$ cat src/rtl/chs_pkg.sv
`timescale 1ns / 1ps

package chs_pkg;

   // set geometry
   localparam int BUCKETS          = 769;
   localparam int SLOTS_PER_BUCKET = 4;

   localparam int KEY_W  = 31;
   localparam int CMD_W  = 2;
   localparam int BKT_W  = (BUCKETS > 1) ? $clog2(BUCKETS) : 1;
   localparam int SLOT_W = (SLOTS_PER_BUCKET > 1) ? $clog2(SLOTS_PER_BUCKET) : 1;

   // reciprocal for key mod BUCKETS: quotient = (key * REC_MULT) >> REC_SHIFT,
   // exact for every key below 2**KEY_W
   localparam int          REC_W      = 32;
   localparam int          REC_SHIFT  = KEY_W + $clog2(BUCKETS);
   localparam logic [63:0] REC_FULL   = ((64'd1 << REC_SHIFT) + 64'(BUCKETS) - 64'd1)
                                        / 64'(BUCKETS);
   localparam logic [REC_W-1:0] REC_MULT = REC_FULL[REC_W-1:0];
   localparam int          PROD_W     = KEY_W + REC_W;
   localparam logic [KEY_W-1:0] BUCKETS_K = KEY_W'(BUCKETS);
   localparam logic [BKT_W-1:0] LAST_BKT  = BKT_W'(BUCKETS - 1);

   // queue between front and back
   localparam int QUEUE_DEPTH = 4;
   localparam int QPTR_W      = $clog2(QUEUE_DEPTH);

   typedef enum logic [CMD_W-1:0] {
      CMD_ADD,
      CMD_REMOVE,
      CMD_QUERY
   } cmd_type;

   typedef struct packed {
      logic [CMD_W-1:0] command;
      logic [KEY_W-1:0] key;
   } req_type;

   typedef struct packed {
      logic found;
      logic bucket_full;
   } rsp_type;

   // classified request as it travels to the back end
   typedef struct packed {
      logic [CMD_W-1:0] command;
      logic [KEY_W-1:0] key;
      logic [BKT_W-1:0] bucket;
   } job_type;

   // one bucket: valid bits and keys of all its slots
   typedef struct packed {
      logic [SLOTS_PER_BUCKET-1:0]            valid;
      logic [SLOTS_PER_BUCKET-1:0][KEY_W-1:0] keys;
   } row_type;

   typedef enum logic [1:0] {
      BK_CLEAR,
      BK_IDLE,
      BK_LOOK
   } back_state_type;

endpackage

$ cat src/rtl/chs_queue.sv
`timescale 1ns / 1ps

module chs_queue (
   input  logic             clock,
   input  logic             reset,
   input  logic             push_valid,
   output logic             push_ready,
   input  chs_pkg::job_type push_data,
   output logic             pop_valid,
   input  logic             pop_ready,
   output chs_pkg::job_type pop_data
);
   import chs_pkg::*;

   job_type            entry_ff [QUEUE_DEPTH];
   logic [QPTR_W-1:0]  wr_ptr_ff, wr_ptr_in;
   logic [QPTR_W-1:0]  rd_ptr_ff, rd_ptr_in;
   logic [QPTR_W:0]    count_ff, count_in;
   logic               push, pop;

   assign push_ready = (count_ff != (QPTR_W + 1)'(QUEUE_DEPTH));
   assign pop_valid  = (count_ff != '0);
   assign push       = push_valid && push_ready;
   assign pop        = pop_valid && pop_ready;
   assign pop_data   = entry_ff[rd_ptr_ff];

   // pointer and fill count
   always_comb begin
      wr_ptr_in = push ? wr_ptr_ff + 1'b1 : wr_ptr_ff;
      rd_ptr_in = pop ? rd_ptr_ff + 1'b1 : rd_ptr_ff;
      count_in  = count_ff;
      if (push && !pop) begin
         count_in = count_ff + 1'b1;
      end else if (pop && !push) begin
         count_in = count_ff - 1'b1;
      end
   end

   always_ff @(posedge clock) begin
      if (reset) begin
         wr_ptr_ff <= '0;
         rd_ptr_ff <= '0;
         count_ff  <= '0;
      end else begin
         wr_ptr_ff <= wr_ptr_in;
         rd_ptr_ff <= rd_ptr_in;
         count_ff  <= count_in;
      end
   end

   // entry storage
   always_ff @(posedge clock) begin
      if (push) begin
         entry_ff[wr_ptr_ff] <= push_data;
      end
   end

endmodule

$ cat config.mk
export PLATFORM = sky130hd
export DESIGN_NAME = chs_queue
export DESIGN_NICKNAME = d
export VERILOG_FILES = /design/src/rtl/chs_pkg.sv /design/src/rtl/chs_queue.sv
export SDC_FILE = /design/constraint.sdc
export NUM_CORES = 1
export LEC_CHECK = 0
export BUFFER_PORTS_ARGS = -buffer_cell sky130_fd_sc_hd__buf_2
export CORE_AREA = 2 2 133 135
export CTS_BUF_LIST = sky130_fd_sc_hd__clkbuf_4
export DETAILED_ROUTE_END_ITERATION = 12
export DIE_AREA = 0 0 135 137
export PLACE_DENSITY = 0.7
export SLEW_MARGIN = 0
export SYNTH_ARGS = -nofsm -noshare
export SYNTH_HDL_FRONTEND = slang
export SYNTH_SLANG_ARGS = --single-unit
$ cat constraint.sdc
create_clock -name clock -period 2.4 [get_ports clock]
set_input_delay 0.24 -clock clock [delete_from_list [all_inputs] [get_ports clock]]
set_output_delay 0.24 -clock clock [all_outputs]
set_load 0.02 [all_outputs]
==> impl_summary.log <==
INFO  metric run_status = completed
INFO  metric setup.worst_path.class = reg -> reg
INFO  metric final.period_utilization = 92.4%
INFO  metric arrival = 2.72 ns
INFO  metric pwr_density_cell = 956 mW/mm2
INFO  metric vias_per_cell = 4.86
INFO  metric reg_to_reg_critical_path_endpoint = count_ff[2]$_SDFFE_PP0P_
INFO  metric worst_case_register_to_register_setup_slack = 0.18 ns
INFO  metric finalWeightedCongestion = 0.680
INFO  metric vias = 3261
INFO  metric initial_utilization = 39.4%
INFO  metric synth_largest_type_area_fraction = 76.8%
INFO  metric total_leakage_power = 2.83 nW
INFO  metric finalInstanceArea = 0.00833 mm2
INFO  metric grt_pass1_wl = 19.1 mm
INFO  metric post_synth_main_area_contributors = sky130_fd_sc_hd__edfxtp_1 77%, sky130_fd_sc_hd__mux4_2 13%, sky130_fd_sc_hd__dfxtp_1 2.7%
INFO  metric final_antenna_net_count = 0
INFO  metric pnr_total_power = 0.00796 W
INFO  metric antenna_found_initial = 0
INFO  metric timing.hold.worst.start = pop_ready
INFO  metric via_count_of_the_first_global_routing_pass = 3495
INFO  metric detailed_place.area = 0.00758 mm2
INFO  metric drc = 0
INFO  metric totalWireLength = 12.2 mm
INFO  metric fin_nets = 486
INFO  metric timing.slew.headroom = 71.5%
INFO  metric htreeDepth = 4
INFO  metric layout.area.seq = 0.00535 mm2
INFO  metric holdPathEnd = rd_ptr_ff[0]$_SDFFE_PP0P_
INFO  metric critPathMaxFanout = 6
INFO  metric tightest_slew = 0.421 ns
INFO  metric post_route_cells_drive_above_1_share = 41.9%
INFO  metric worst_hold_path.num_cells = 4
INFO  metric ys.warnings.count = 0
INFO  metric synth_area_leader_cell = sky130_fd_sc_hd__edfxtp_1
INFO  metric timing_max_transition_violations_final = 0
INFO  metric postSynthCellCount = 273
INFO  metric cpMaxStageDelayCell = sky130_fd_sc_hd__dfxtp_1
INFO  metric period_needed = 2.22 ns
INFO  metric syn_area = 0.00673 mm2
INFO  metric syn_avg_cell_area = 24.6 um2
INFO  metric numPortBuffers = 91
INFO  metric drt_pass1_iterations = 4
INFO  metric r2r_start = count_ff[0]$_SDFFE_PP0P_
INFO  metric max-cap-violations = 0
INFO  metric timing_hold_violations_final = 0
INFO  metric grt.overflow.total = 0
INFO  metric min-delay-path-class = in -> reg
INFO  metric postSynthRegisterBits = 181
INFO  metric critical_path.endpoint_type = flop
INFO  metric synth_to_layout_area_growth = 23.8%
INFO  metric groute.usage.overall = 14.2%
INFO  metric grt_start_max_net_pins = 44
INFO  metric synth_sequential_area_ratio = 79.5%
INFO  metric clock-sinks = 181
INFO  metric maximum_clock_rate = 451 MHz
INFO  metric row_count = 48
INFO  metric cp-start-kind = flop
INFO  metric die_x = 135 um
INFO  metric synth_fp_nets = 326
INFO  metric crit_chain = o31ai_1 > ha_1 > inv_1 > fa_1 > xor2_1 > or3_1 > a21oi_1
INFO  metric finalSetupTns = 0 ns
INFO  metric avgRoutedWirePerCell = 18.1 um
INFO  metric core_region_area = 0.0171 mm2
INFO  metric detailed_place_hpwl = 7.75 mm
INFO  metric tritoncts = done
INFO  metric cts.reportedPaths.clkPinSlew = 0.16 ns
INFO  metric timing.clock.skew = 0.0334 ns
INFO  metric pin_count = 92
INFO  metric clk_latency = 0.56 ns
INFO  metric grt_setup_unrepaired = false
INFO  metric cts-root-buf = sky130_fd_sc_hd__clkbuf_4
INFO  metric netlist_cell_types = 24
INFO  metric die-height = 137 um
INFO  metric max-clock-path-buffers = 2
INFO  metric antennaDiodeCount = 0
INFO  metric finalSetupViolCount = 0
INFO  metric design.die.area = 0.0185 mm2
INFO  metric peakVddDrop = 0.000491 V
INFO  metric worst_r2r_path_depth = 7
INFO  metric drt-initial-drc-count = 140
INFO  metric cts_buffers = 17
INFO  metric multi_input_comb_area = 0.00125 mm2
INFO  metric cp_data_required_time = 2.90 ns
INFO  metric timing.critical_path.slowest_cell_delay = 0.41 ns
INFO  metric fillerInstances = 1429
-- cells in the mapped netlist, drive strengths merged --
cell type and count:
a21boi 1, a21oi 1, and2 4, buf 9, clkbuf 2, dfxtp 9, edfxtp 172, fa 1
ha 5, inv 3, mux2 1, mux2i 2, mux4 43, nand2 1, nand2b 2, nor2 8
o21ai 1, o311ai 1, o31ai 1, or3 2, xor2 4
-- worst max-delay path, delay by kind of cell (launching register included) --
| kind | cells | cell delay, ns |
|---|---|---|
| buf+inv | 1 | 0.07 |
| compound gates | 2 | 0.53 |
| flops | 1 | 0.41 |
| xor+xnor | 1 | 0.19 |
| simple gates | 1 | 0.31 |
| fa+ha+maj | 2 | 0.66 |
-- report_power, final --
group	internal [W]	leakage, nW	switching [W]	total [W]
Sequential	0.00383	1.65	0.000122	0.00395
Clock	0.000551	0.142	0.00101	0.00156
Combinational	0.00113	1.04	0.00131	0.00244
-- worst max path at each step --
stage / end / from / slack [ns]
finish: count_ff[2]$_SDFFE_PP0P_ / count_ff[0]$_SDFFE_PP0P_ / 0.18
global route: count_ff[2]$_SDFFE_PP0P_ / count_ff[1]$_SDFFE_PP0P_ / 0.04
CTS: pop_data[12] / flop / 0.14
detailed placement: count_ff[2]$_SDFFE_PP0P_ / count_ff[0]$_SDFFE_PP0P_ / 0.21
global placement: count_ff[2]$_SDFFE_PP0P_ / count_ff[0]$_SDFFE_PP0P_ / 0.35
floorplan: entry_ff[2][0]$_DFFE_PP_ / count_ff[0]$_SDFFE_PP0P_ / 0.16
-- cell usage in the layout (no fill, tap or decap), types with 2 or more instances in the layout --
cell type / Yosys / final
sky130_fd_sc_hd__and2_2: 0 / 4
sky130_fd_sc_hd__buf_2: 4 / 91
sky130_fd_sc_hd__inv_1: 3 / 3
sky130_fd_sc_hd__clkinvlp_4: 0 / 2
sky130_fd_sc_hd__edfxtp_1: 172 / 172
sky130_fd_sc_hd__nand2b_1: 2 / 2
sky130_fd_sc_hd__buf_4: 0 / 6
sky130_fd_sc_hd__mux2i_1: 2 / 2
sky130_fd_sc_hd__dlygate4sd3_1: 0 / 44
sky130_fd_sc_hd__mux4_2: 40 / 40
sky130_fd_sc_hd__or3_1: 2 / 2
sky130_fd_sc_hd__inv_6: 0 / 4
sky130_fd_sc_hd__ha_1: 5 / 5
sky130_fd_sc_hd__nor2_1: 8 / 8
sky130_fd_sc_hd__clkinv_4: 0 / 4
sky130_fd_sc_hd__mux4_1: 3 / 3
sky130_fd_sc_hd__xor2_1: 4 / 4
sky130_fd_sc_hd__clkbuf_4: 0 / 19
sky130_fd_sc_hd__dfxtp_1: 9 / 7
sky130_fd_sc_hd__buf_12: 4 / 11
-- registers in the layout, summed over array words and instances, names as in the netlist, named ones only --
name	cells
count_ff	3
entry_ff	172
rd_ptr_ff	2
wr_ptr_ff	2
-- metal layers --
metal,part of all wire [%],track usage (%)
met1,42,17.3
met2,52,23.9
met5,0,0
met3,4.6,4.33
met4,1.5,5.21
-- kinds of logic (layout without fill, tap and decap cells) --
| family | Yosys count | in the layout | synth area share (%) |
|---|---|---|---|
| compound gates | 5 | 5 | 0.558 |
| xor+xnor | 4 | 4 | 0.521 |
| fa+ha+maj | 6 | 6 | 1.23 |
| buf+inv | 14 | 187 | 1.93 |
| flops | 181 | 181 | 79.5 |
| mux | 46 | 46 | 15.0 |
| simple gates | 17 | 17 | 1.25 |
-- cell type report --
| type | instances | area share [%] |
|---|---|---|
| Clock inverter | 13 | 1.49 |
| Multi-Input combinational cell | 78 | 15.1 |
| Tap cell | 225 | 3.38 |
| Clock buffer | 19 | 1.71 |
| Inverter | 3 | 0.135 |
| Timing Repair Buffer | 152 | 13.9 |
| Sequential cell | 181 | 64.3 |
-- stage by stage --
step / worst slack [ns] / hold WS (ns) / util [%] / cells
final: 0.182 / 0.0849 / 48.8 / 671
after global routing: 0.0399 / 0.0614 / 48.8 / 671
after CTS: 0.136 / 0.0144 / 48.8 / 671
after detailed placement: 0.213 / 0.459 / 44.4 / 591
after global placement: 0.348 / 0.451 / 44.4 / 591
after floorplan: 0.156 / 0.339 / - / 273
-- repair_timing --
action	CTS	global route
setup endpoints to repair	27	0
buffers inserted	4	0
gates resized for setup	0	0
hold buffers	44	0
endpoints found under the hold margin	179	0
(Power assumes the default switching activity.)
