[config.mk]
export PLATFORM = sky130hd
export DESIGN_NAME = chs_front
export DESIGN_NICKNAME = d
export VERILOG_FILES = /design/src/rtl/chs_pkg.sv /design/src/rtl/chs_front.sv
export SDC_FILE = /design/constraint.sdc
export NUM_CORES = 1
export LEC_CHECK = 0
export BUFFER_PORTS_ARGS = -buffer_cell sky130_fd_sc_hd__buf_2
export CAP_MARGIN = 10
export CELL_PAD_IN_SITES_DETAIL_PLACEMENT = 1
export CELL_PAD_IN_SITES_GLOBAL_PLACEMENT = 1
export CORE_UTILIZATION = 30
export DETAILED_ROUTE_END_ITERATION = 12
export HOLD_SLACK_MARGIN = 0.12
export PLACE_DENSITY = 0.55
export SLEW_MARGIN = 20
export SYNTH_ARGS = -nofsm -noshare
export SYNTH_HDL_FRONTEND = slang
export SYNTH_SLANG_ARGS = --single-unit
export TNS_END_PERCENT = 10
[constraint.sdc]
create_clock -name clock -period 22.5 [get_ports clock]
set_clock_uncertainty 0.05 [all_clocks]
set_input_delay 4.5 -clock clock [delete_from_list [all_inputs] [get_ports clock]]
set_output_delay 4.5 -clock clock [all_outputs]
set_load 0.05 [all_outputs]
[src/rtl/chs_pkg.sv]
`timescale 1ns / 1ps

package chs_pkg;

   // set geometry
   localparam int BUCKETS          = 769;
   localparam int SLOTS_PER_BUCKET = 4;

   localparam int KEY_W  = 31;
   localparam int CMD_W  = 2;
   localparam int BKT_W  = (BUCKETS > 1) ? $clog2(BUCKETS) : 1;
   localparam int SLOT_W = (SLOTS_PER_BUCKET > 1) ? $clog2(SLOTS_PER_BUCKET) : 1;

   // reciprocal for key mod BUCKETS: quotient = (key * REC_MULT) >> REC_SHIFT,
   // exact for every key below 2**KEY_W
   localparam int          REC_W      = 32;
   localparam int          REC_SHIFT  = KEY_W + $clog2(BUCKETS);
   localparam logic [63:0] REC_FULL   = ((64'd1 << REC_SHIFT) + 64'(BUCKETS) - 64'd1)
                                        / 64'(BUCKETS);
   localparam logic [REC_W-1:0] REC_MULT = REC_FULL[REC_W-1:0];
   localparam int          PROD_W     = KEY_W + REC_W;
   localparam logic [KEY_W-1:0] BUCKETS_K = KEY_W'(BUCKETS);
   localparam logic [BKT_W-1:0] LAST_BKT  = BKT_W'(BUCKETS - 1);

   // queue between front and back
   localparam int QUEUE_DEPTH = 4;
   localparam int QPTR_W      = $clog2(QUEUE_DEPTH);

   typedef enum logic [CMD_W-1:0] {
      CMD_ADD,
      CMD_REMOVE,
      CMD_QUERY
   } cmd_type;

   typedef struct packed {
      logic [CMD_W-1:0] command;
      logic [KEY_W-1:0] key;
   } req_type;

   typedef struct packed {
      logic found;
      logic bucket_full;
   } rsp_type;

   // classified request as it travels to the back end
   typedef struct packed {
      logic [CMD_W-1:0] command;
      logic [KEY_W-1:0] key;
      logic [BKT_W-1:0] bucket;
   } job_type;

   // one bucket: valid bits and keys of all its slots
   typedef struct packed {
      logic [SLOTS_PER_BUCKET-1:0]            valid;
      logic [SLOTS_PER_BUCKET-1:0][KEY_W-1:0] keys;
   } row_type;

   typedef enum logic [1:0] {
      BK_CLEAR,
      BK_IDLE,
      BK_LOOK
   } back_state_type;

endpackage

[src/rtl/chs_front.sv]
`timescale 1ns / 1ps

module chs_front (
   input  logic             clock,
   input  logic             reset,
   input  logic             accept_en,
   input  logic             req_valid,
   output logic             req_ready,
   input  chs_pkg::req_type req_data,
   output logic             push_valid,
   input  logic             push_ready,
   output chs_pkg::job_type push_data
);
   import chs_pkg::*;

   logic              s1_valid_ff, s1_valid_in;
   logic [CMD_W-1:0]  s1_cmd_ff;
   logic [KEY_W-1:0]  s1_key_ff;
   logic [PROD_W-1:0] s1_prod_ff;
   logic [PROD_W-1:0] prod_in;

   logic              s2_valid_ff, s2_valid_in;
   job_type           s2_job_ff, s2_job_in;

   logic              accept, s1_adv, s2_adv, s1_free, s2_free;
   logic [KEY_W-1:0]  quo, quo_mul, rem_full;

   // stage handshake
   assign s2_adv    = s2_valid_ff && push_ready;
   assign s2_free   = !s2_valid_ff || push_ready;
   assign s1_adv    = s1_valid_ff && s2_free;
   assign s1_free   = !s1_valid_ff || s2_free;
   assign req_ready = accept_en && s1_free;
   assign accept    = req_valid && req_ready;

   // reciprocal product of the key
   assign prod_in = req_data.key * REC_MULT;

   // remainder gives the bucket
   assign quo      = KEY_W'(s1_prod_ff >> REC_SHIFT);
   assign quo_mul  = quo * BUCKETS_K;
   assign rem_full = s1_key_ff - quo_mul;

   always_comb begin
      s2_job_in.command = s1_cmd_ff;
      s2_job_in.key     = s1_key_ff;
      s2_job_in.bucket  = rem_full[BKT_W-1:0];
   end

   // stage valid bits
   always_comb begin
      s1_valid_in = s1_valid_ff;
      if (accept) begin
         s1_valid_in = 1'b1;
      end else if (s1_adv) begin
         s1_valid_in = 1'b0;
      end
      s2_valid_in = s2_valid_ff;
      if (s1_adv) begin
         s2_valid_in = 1'b1;
      end else if (s2_adv) begin
         s2_valid_in = 1'b0;
      end
   end

   always_ff @(posedge clock) begin
      if (reset) begin
         s1_valid_ff <= 1'b0;
         s2_valid_ff <= 1'b0;
      end else begin
         s1_valid_ff <= s1_valid_in;
         s2_valid_ff <= s2_valid_in;
      end
   end

   // stage payloads
   always_ff @(posedge clock) begin
      if (accept) begin
         s1_cmd_ff  <= req_data.command;
         s1_key_ff  <= req_data.key;
         s1_prod_ff <= prod_in;
      end
      if (s1_adv) begin
         s2_job_ff <= s2_job_in;
      end
   end

   assign push_valid = s2_valid_ff;
   assign push_data  = s2_job_ff;

endmodule

==> results.json, run 1 <==
{
  "status": "completed",
  "synth_top_area_cell": "fa_1",
  "route.met2.wl_um": 25300,
  "synth_area_leaders": "fa_1 39%, ha_1 24%, edfxtp_1 15%, inv_1 13%, xnor2_1 1.5%",
  "tightestPinTransition_ns": 0.727,
  "start_util_pct": 30.3,
  "antenna_found_initial": 1,
  "grt_pass1_vias": 12610,
  "cts_hold_buffers": 0,
  "setup.worst_path.start_class": "input pin",
  "portBuffers": 82,
  "crit_type": "input pin to register",
  "syn_area_sq_um": 17400,
  "rows": 88,
  "post-cts-setup-buffer-count": 0,
  "yosys_warnings": 0,
  "fp.coreArea_sq_um": 57600,
  "report.final.slew_viol_count": 0,
  "nNetsFinal": 2412,
  "place.gp.congestion": 0.916,
  "area_delta_synth_final_pct": 9.72,
  "cp-end-kind": "register",
  "period_share_pct": 48.7,
  "post_cts_resized": 0,
  "dr.max_layer_used": "met4",
  "async_flop_share_pct": 0,
  "syn_inst": 1608,
  "grt_usage_pct": 18.0,
  "setup_viol": 0,
  "crit_arrival_ns": 11.10,
  "clk-insertion-delay-late_ns": 0.38,
  "cts-root-buf": "clkbuf_16",
  "synth_top_area_share_pct": 39.0,
  "synth_nets": 2317,
  "cts_buffers": 9,
  "die_w_um": 243,
  "critPathMaxFanout": 9,
  "synth-edff-count": 86,
  "grt_first_pass_wirelength_um": 78100,
  "clock_sinks": 88,
  "drv_cap": 0,
  "drt_first_pass_iters": 4,
  "synth_cell_types": 50,
  "vias": 10966,
  "synthFlopType": "edfxtp_1",
  "grt_start_max_net_pins": 45,
  "fmax_mhz": 91.3,
  "wl_met1_um": 23600,
  "drt_iter0_drc": 427,
  "die-area_sq_um": 59100,
  "cts_buffer_depth": 2,
  "routed_wl_um": 51400,
  "fp.dieH_um": 243,
  "rsz0062_at_grt": "no",
  "h-tree-depth": 3,
  "clkTransAtPathRegs_ns": 0.07,
  "io_pins": 83,
  "routedWlPerCell_um": 20.8,
  "grt-ovfl-total": 0,
  "met3_wirelength_um": 1280,
  "max-slew-margin-rel_pct": 51.5,
  "required_ns": 22.64,
  "synth-seq-cells": 88,
  "ant_nets": 0,
  "cts_tree": "built",
  "min_period_ns": 10.96,
  "min_path_type": "register to register",
  "avgSynthCellArea_sq_um": 10.8,
  "fin_setup_tns_ns": 0,
  "place_hpwl_um": 47000,
  "drive_gt1_share_pct": 7.03,
  "drcViolationCount": 0,
  "detail_route.vias_per_cell": 4.43,
  "timing_hold_violations_final": 0,
  "ys_seq_area_share_pct": 15.0
}
## cells in the final DEF (no fill, tap or decap), drive strengths merged, types with 10 or more instances in the layout
cell type and n:
inv 593, fa 340, ha 331, edfxtp 86, buf 84, a21oi 50
xnor2 30, o21ai 27, nand2 22, nor2 21, clkbuf 10
## Yosys cell counts (all sizes together) (2+ instances only)
| library cell | instances |
|---|---|
| a21boi | 2 |
| a21o | 6 |
| a21oi | 50 |
| a31oi | 2 |
| and2 | 2 |
| and3 | 3 |
| and4 | 2 |
| dfxtp | 2 |
| edfxtp | 86 |
| fa | 340 |
| ha | 331 |
| inv | 589 |
| nand2 | 22 |
| nand2b | 6 |
| nand3 | 8 |
| nand4 | 9 |
| nor2 | 21 |
| nor2b | 4 |
| nor3 | 3 |
| nor4 | 4 |
| o2111ai | 2 |
| o211ai | 5 |
| o21a | 9 |
| o21ai | 27 |
| o21bai | 4 |
| o22ai | 4 |
| o31ai | 3 |
| or2 | 7 |
| or3 | 2 |
| xnor2 | 30 |
| xor2 | 9 |
## cell type report
type,count,area (sq um)
Fill cell,6481,38400
Multi-Input combinational cell,931,12600
Sequential cell,88,2620
Inverter,589,2210
Tap cell,765,957
Timing Repair Buffer,84,425
Clock buffer,10,229
Clock inverter,6,72.6
Antenna cell,1,2.50
## worst max-delay path, stage by stage
cell and delay [ns]:
buf_2 0.24, inv_1 0.17, fa_1 0.60, inv_1 0.08
fa_1 0.48, ha_1 0.30, inv_1 0.05, fa_1 0.48
fa_1 0.54, inv_1 0.05, fa_1 0.50, fa_1 0.54
inv_1 0.05, fa_1 0.54, inv_1 0.04, ha_1 0.33
nand4_1 0.20, nor4_1 0.32, o2111ai_1 0.19, a21oi_2 0.18
nor4_2 0.08, or4_1 0.53, o311ai_2 0.09
## final timing paths
kind | from | to | slack, ns | cells past startpoint
worst max-delay path | req_data[8] | s1_prod_ff[48] | 11.54 | 23
worst min-delay path | s1_key_ff[20] | push_data[30] | 0.37 | 0
worst max register to register | s1_key_ff[3] | push_data[8] | 18.93 | 13
worst min register to register | s1_key_ff[20] | push_data[30] | 0.37 | 0
## logic make-up after synthesis
logic type,Yosys count,share of synthesized area [%]
adder cells (fa/ha/maj),671,62.8
buffers and inverters,589,12.7
AO/OA/AOI/OAI,125,4.61
AND/OR/NAND/NOR,95,2.88
flip-flops,88,15.0
XOR/XNOR,39,1.96
multiplexers,1,0.0646
## registers in the layout, indices dropped and copies added, names as in the netlist
register and cells:
s1_prod_ff 10, s1_key_ff 31, push_data 43, s1_cmd_ff 2
s1_valid_ff 1, push_valid 1
## stage by stage
stage                     hold WS, ns  setup slack, ns  utilization, %  cell area (sq um)  std cells
after floorplan                 0.350            11.91               -              17400       1608
after global placement          0.351            11.24            32.7              18800       2457
after detailed placement        0.357            11.13            32.7              18800       2457
after CTS                       0.368            11.52            33.2              19100       2473
after global routing            0.368            11.19            33.2              19100       2473
final                           0.368            11.54            33.2              19100       2474
## layer usage
| layer | track usage (%) | vias up |
|---|---|---|
| met5 | 0 | - |
| met4 | 5.25 | 0 |
| met3 | 1.64 | 41 |
| met2 | 31.2 | 164 |
| met1 | 23.8 | 5706 |
| li1 | - | 5055 |
Power of run 1 is not shown: default switching activity piles up to over one toggle a cycle in this logic, so the estimate is an artifact.
==> run 2, diff against run 1 <==
Clock period 22.5 ns to 10.7 ns, I/O delays scaled along.
==> results.json, run 2 (synthesis results as in run 1) <==
{
  "place.gp.congestion": 0.916,
  "critPathCapture": "s1_prod_ff[48]",
  "rows": 88,
  "drv_cap": 0,
  "layout.cells.most_common": "inv_1",
  "setup_viol": 0,
  "post-cts-setup-buffer-count": 0,
  "antenna_found_initial": 0,
  "min_path_type": "register to register",
  "die_w_um": 243,
  "status": "completed",
  "fmax_mhz": 116,
  "vias": 11032,
  "io_pins": 83,
  "report.final.slew_viol_count": 0,
  "fillers": 6454,
  "r2r_end": "push_data[8]",
  "required_ns": 10.84,
  "post_cts_resized": 0,
  "period_share_pct": 80.4,
  "cts-root-buf": "clkbuf_16",
  "drcViolationCount": 0,
  "start_util_pct": 30.3,
  "grt_start_max_net_pins": 45,
  "max-slew-margin-rel_pct": 52.6,
  "setup.worst_path.start_class": "input pin",
  "rrSetupSlack_ns": 7.17,
  "place_hpwl_um": 47100,
  "placed_area_sq_um": 18800,
  "cp-end-kind": "register",
  "ant_nets": 0,
  "grt_first_pass_wirelength_um": 77900,
  "min_period_ns": 8.61,
  "grt-ovfl-total": 0,
  "die-area_sq_um": 59100,
  "tightestPinTransition_ns": 0.711,
  "cts_buffers": 9,
  "nNetsFinal": 2412,
  "clock_sinks": 88,
  "routed_wl_um": 51300,
  "grt_pass1_vias": 12616,
  "r2r_cells": 13,
  "fin_area_sq_um": 19100,
  "r2r_start": "s1_key_ff[3]",
  "mostFrequentLayoutCells": "589 x inv_1, 340 x fa_1, 331 x ha_1",
  "clkTransAtPathRegs_ns": 0.07,
  "clk-insertion-delay-late_ns": 0.38,
  "multi_input_area_sq_um": 12600,
  "critPathMaxFanout": 9,
  "cts_buffer_depth": 2,
  "cts_hold_buffers": 0,
  "fin_setup_tns_ns": 0,
  "fp.coreArea_sq_um": 57600,
  "h-tree-depth": 3,
  "crit_type": "input pin to register",
  "post-place-ws_ns": 1.66,
  "portBuffers": 82,
  "crit_arrival_ns": 8.75,
  "fp.dieH_um": 243,
  "largest_register_ff_count": 43,
  "drive_gt1_share_pct": 7.03,
  "rsz0062_at_grt": "no",
  "critPathLaunch": "req_data[8]",
  "grt_usage_pct": 18.0,
  "area_delta_synth_final_pct": 9.72,
  "cts_tree": "built",
  "fin_ws_ns": 2.09,
  "timing_hold_violations_final": 0,
  "routedWlPerCell_um": 20.7,
  "drt_iter0_drc": 406,
  "drt_first_pass_iters": 5,
  "seqCellArea_sq_um": 2620,
  "detail_route.vias_per_cell": 4.46
}
==> run 2: cell counts in the layout (fill, tap and decap cells not counted) <==
No cell type changed its count.
==> run 2: layout make-up <==
class / count / share of cell area (%)
tap: 765 / 5.00
clock buffer: 10 / 1.20
timing repair buffer: 84 / 2.22
multi-input combinational: 931 / 65.9
clock inverter: 6 / 0.379
inverter: 589 / 11.6
antenna: 1 / 0.0131
sequential: 88 / 13.7
==> run 2: how the worst min path moves through the flow <==
stage / startpoint / end / slack [ns] / depth (start not counted)
after global routing: s1_key_ff[20] / push_data[30] / 0.37 / 0
after CTS: s1_key_ff[20] / push_data[30] / 0.37 / 0
after detailed placement: s1_key_ff[23] / push_data[33] / 0.36 / 0
final: s1_key_ff[20] / push_data[30] / 0.37 / 0
after floorplan: s1_key_ff[10] / push_data[20] / 0.35 / 0
after global placement: s1_key_ff[29] / push_data[39] / 0.35 / 0
==> run 2: through the flow <==
step | util, % | std cells | hold WS, ns
floorplan | - | 1608 | 0.350
global placement | 32.7 | 2457 | 0.351
detailed placement | 32.7 | 2457 | 0.357
CTS | 33.2 | 2473 | 0.368
global route | 33.2 | 2473 | 0.367
finish | 33.2 | 2474 | 0.365
==> run 2: critical path, cell delays in order <==
cell	delay [ns]
buf_2	0.24
inv_1	0.17
fa_1	0.60
inv_1	0.08
fa_1	0.47
ha_1	0.30
inv_1	0.06
fa_1	0.48
fa_1	0.54
inv_1	0.05
fa_1	0.50
fa_1	0.54
inv_1	0.05
fa_1	0.54
inv_1	0.04
ha_1	0.33
nand4_1	0.21
nor4_1	0.32
o2111ai_1	0.18
a21oi_2	0.19
nor4_2	0.08
or4_1	0.53
o311ai_2	0.09
==> run 2: per-layer routing <==
metal / wire length (um) / vias up / part of all wire, % / GRT usage [%]
met3: 1150 / 50 / 2.2 / 1.63
met4: 1380 / 0 / 2.7 / 5.55
met1: 23500 / 5770 / 46 / 23.5
li1: - / 5075 / - / -
met5: 0 / - / 0 / 0
met2: 25200 / 137 / 49 / 31.3
Power of run 2 is left out for the same reason.
==> run 3, diff against run 2 <==
Clock period 10.7 ns to 8.1 ns, I/O delays scaled along.
==> results.json, run 3 (synthesis results as in run 1) <==
{
  "status": "completed",
  "largest_register_ff_count": 43,
  "max-slew-margin-rel_pct": 55.6,
  "setup.worst_path.start_class": "input pin",
  "utilization_pct": 34.4,
  "grt_first_pass_wirelength_um": 80600,
  "grt-ovfl-total": 0,
  "cts_hold_buffers": 0,
  "rrSetupSlack_ns": 4.53,
  "ant_nets": 0,
  "layout.cells.most_common": "inv_1",
  "drive_gt1_share_pct": 11.7,
  "area_delta_synth_final_pct": 13.6,
  "r2r_start": "s1_key_ff[3]",
  "routedWlPerCell_um": 20.9,
  "timing_hold_violations_final": 0,
  "clkTransAtPathRegs_ns": 0.07,
  "min_path_type": "register to register",
  "crit_arrival_ns": 7.97,
  "place.gp.congestion": 0.899,
  "min_period_ns": 7.83,
  "cp-end-kind": "register",
  "drv_cap": 0,
  "fmax_mhz": 128,
  "grt_start_max_net_pins": 45,
  "critPathLaunch": "req_data[12]",
  "tightestPinTransition_ns": 0.666,
  "crit_type": "input pin to register",
  "gr-usage-met1_pct": 24.2,
  "fp.coreArea_sq_um": 57600,
  "cts_buffers": 9,
  "instances_no_fill": 2563,
  "worstHoldStart": "s1_key_ff[22]",
  "io_pins": 83,
  "critPathMaxFanout": 5,
  "clk-insertion-delay-late_ns": 0.37,
  "rows": 88,
  "cts-root-buf": "clkbuf_16",
  "clock_sinks": 88,
  "grt_usage_pct": 18.7,
  "portBuffers": 82,
  "setup_viol": 0,
  "cts_buffer_depth": 2,
  "grt_pass1_vias": 13038,
  "place_hpwl_um": 49300,
  "mostFrequentLayoutCells": "589 x inv_1, 340 x fa_1, 331 x ha_1",
  "required_ns": 8.24,
  "routed_wl_um": 53500,
  "grt_use_met3_pct": 2.32,
  "period_share_pct": 96.7,
  "fin_area_sq_um": 19800,
  "placed_area_sq_um": 19500,
  "cts_tree": "built",
  "detail_route.vias_per_cell": 4.43,
  "use_met2_pct": 32.9,
  "die-area_sq_um": 59100,
  "dp.cells": 2547,
  "grt_busiest_layer": "met2",
  "drt_iter0_drc": 385,
  "die_w_um": 243,
  "report.final.slew_viol_count": 0,
  "h-tree-depth": 3,
  "antenna_found_initial": 1,
  "fp.dieH_um": 243,
  "vias": 11352,
  "drcViolationCount": 0,
  "start_util_pct": 30.3,
  "rsz0062_at_grt": "no",
  "nNetsFinal": 2502,
  "drt_first_pass_iters": 5,
  "diodes": 0
}
## run 3: cell types whose count changed in the layout (fill, tap and decap cells not counted), sizes merged
cell | previous run | this run
buf | 84 | 174
diode | 1 | 0
## run 3: worst max-delay path, cell delays in order
cell and delay [ns]:
buf_2 0.22, fa_1 0.50, fa_1 0.54, inv_1 0.07, fa_1 0.54, inv_1 0.06, fa_1 0.49, fa_1 0.57
fa_1 0.44, fa_1 0.52, fa_1 0.43, ha_1 0.32, nand4_1 0.14, nor4_2 0.33, buf_4 0.18, o2111ai_1 0.12
a21oi_2 0.19, nor4_2 0.08, or4_1 0.53, o311ai_2 0.09
## run 3: path summary, 6_finish.rpt
kind | to | depth (start not counted)
setup / recovery | s1_prod_ff[48] | 20
hold / removal | push_data[32] | 0
setup reg to reg | push_data[8] | 13
hold reg to reg | push_data[32] | 0
## run 3: cell type report
type	instances	area, sq um
clock buffer	10	229
tap	765	957
sequential	88	2620
timing repair buffer	174	1100
fill	6508	37800
clock inverter	6	72.6
multi-input combinational	931	12600
inverter	589	2210
## run 3: per-stage QoR
| step | setup TNS, ns | worst slack [ns] | hold WS (ns) |
|---|---|---|---|
| 5_1_grt | 0 | 0.0239 | 0.381 |
| 3_5_place_dp | -0.729 | -0.210 | 0.355 |
| 3_3_place_gp | -0.121 | -0.0965 | 0.351 |
| 2_1_floorplan | 0 | 0.392 | 0.350 |
| 4_1_cts | 0 | 0.172 | 0.372 |
| 6_report | 0 | 0.270 | 0.370 |
## run 3: metal layers
metal,part of all wire [%],routed length (um)
met1,45,24100
met2,50,26700
met3,3.1,1640
met4,1.9,992
met5,0,0
## run 3: repair_timing
action	CTS	global route
resized for setup	0	1
endpoints found under the setup margin	0	2
setup buffers	0	0
Power of run 3 is left out for the same reason.
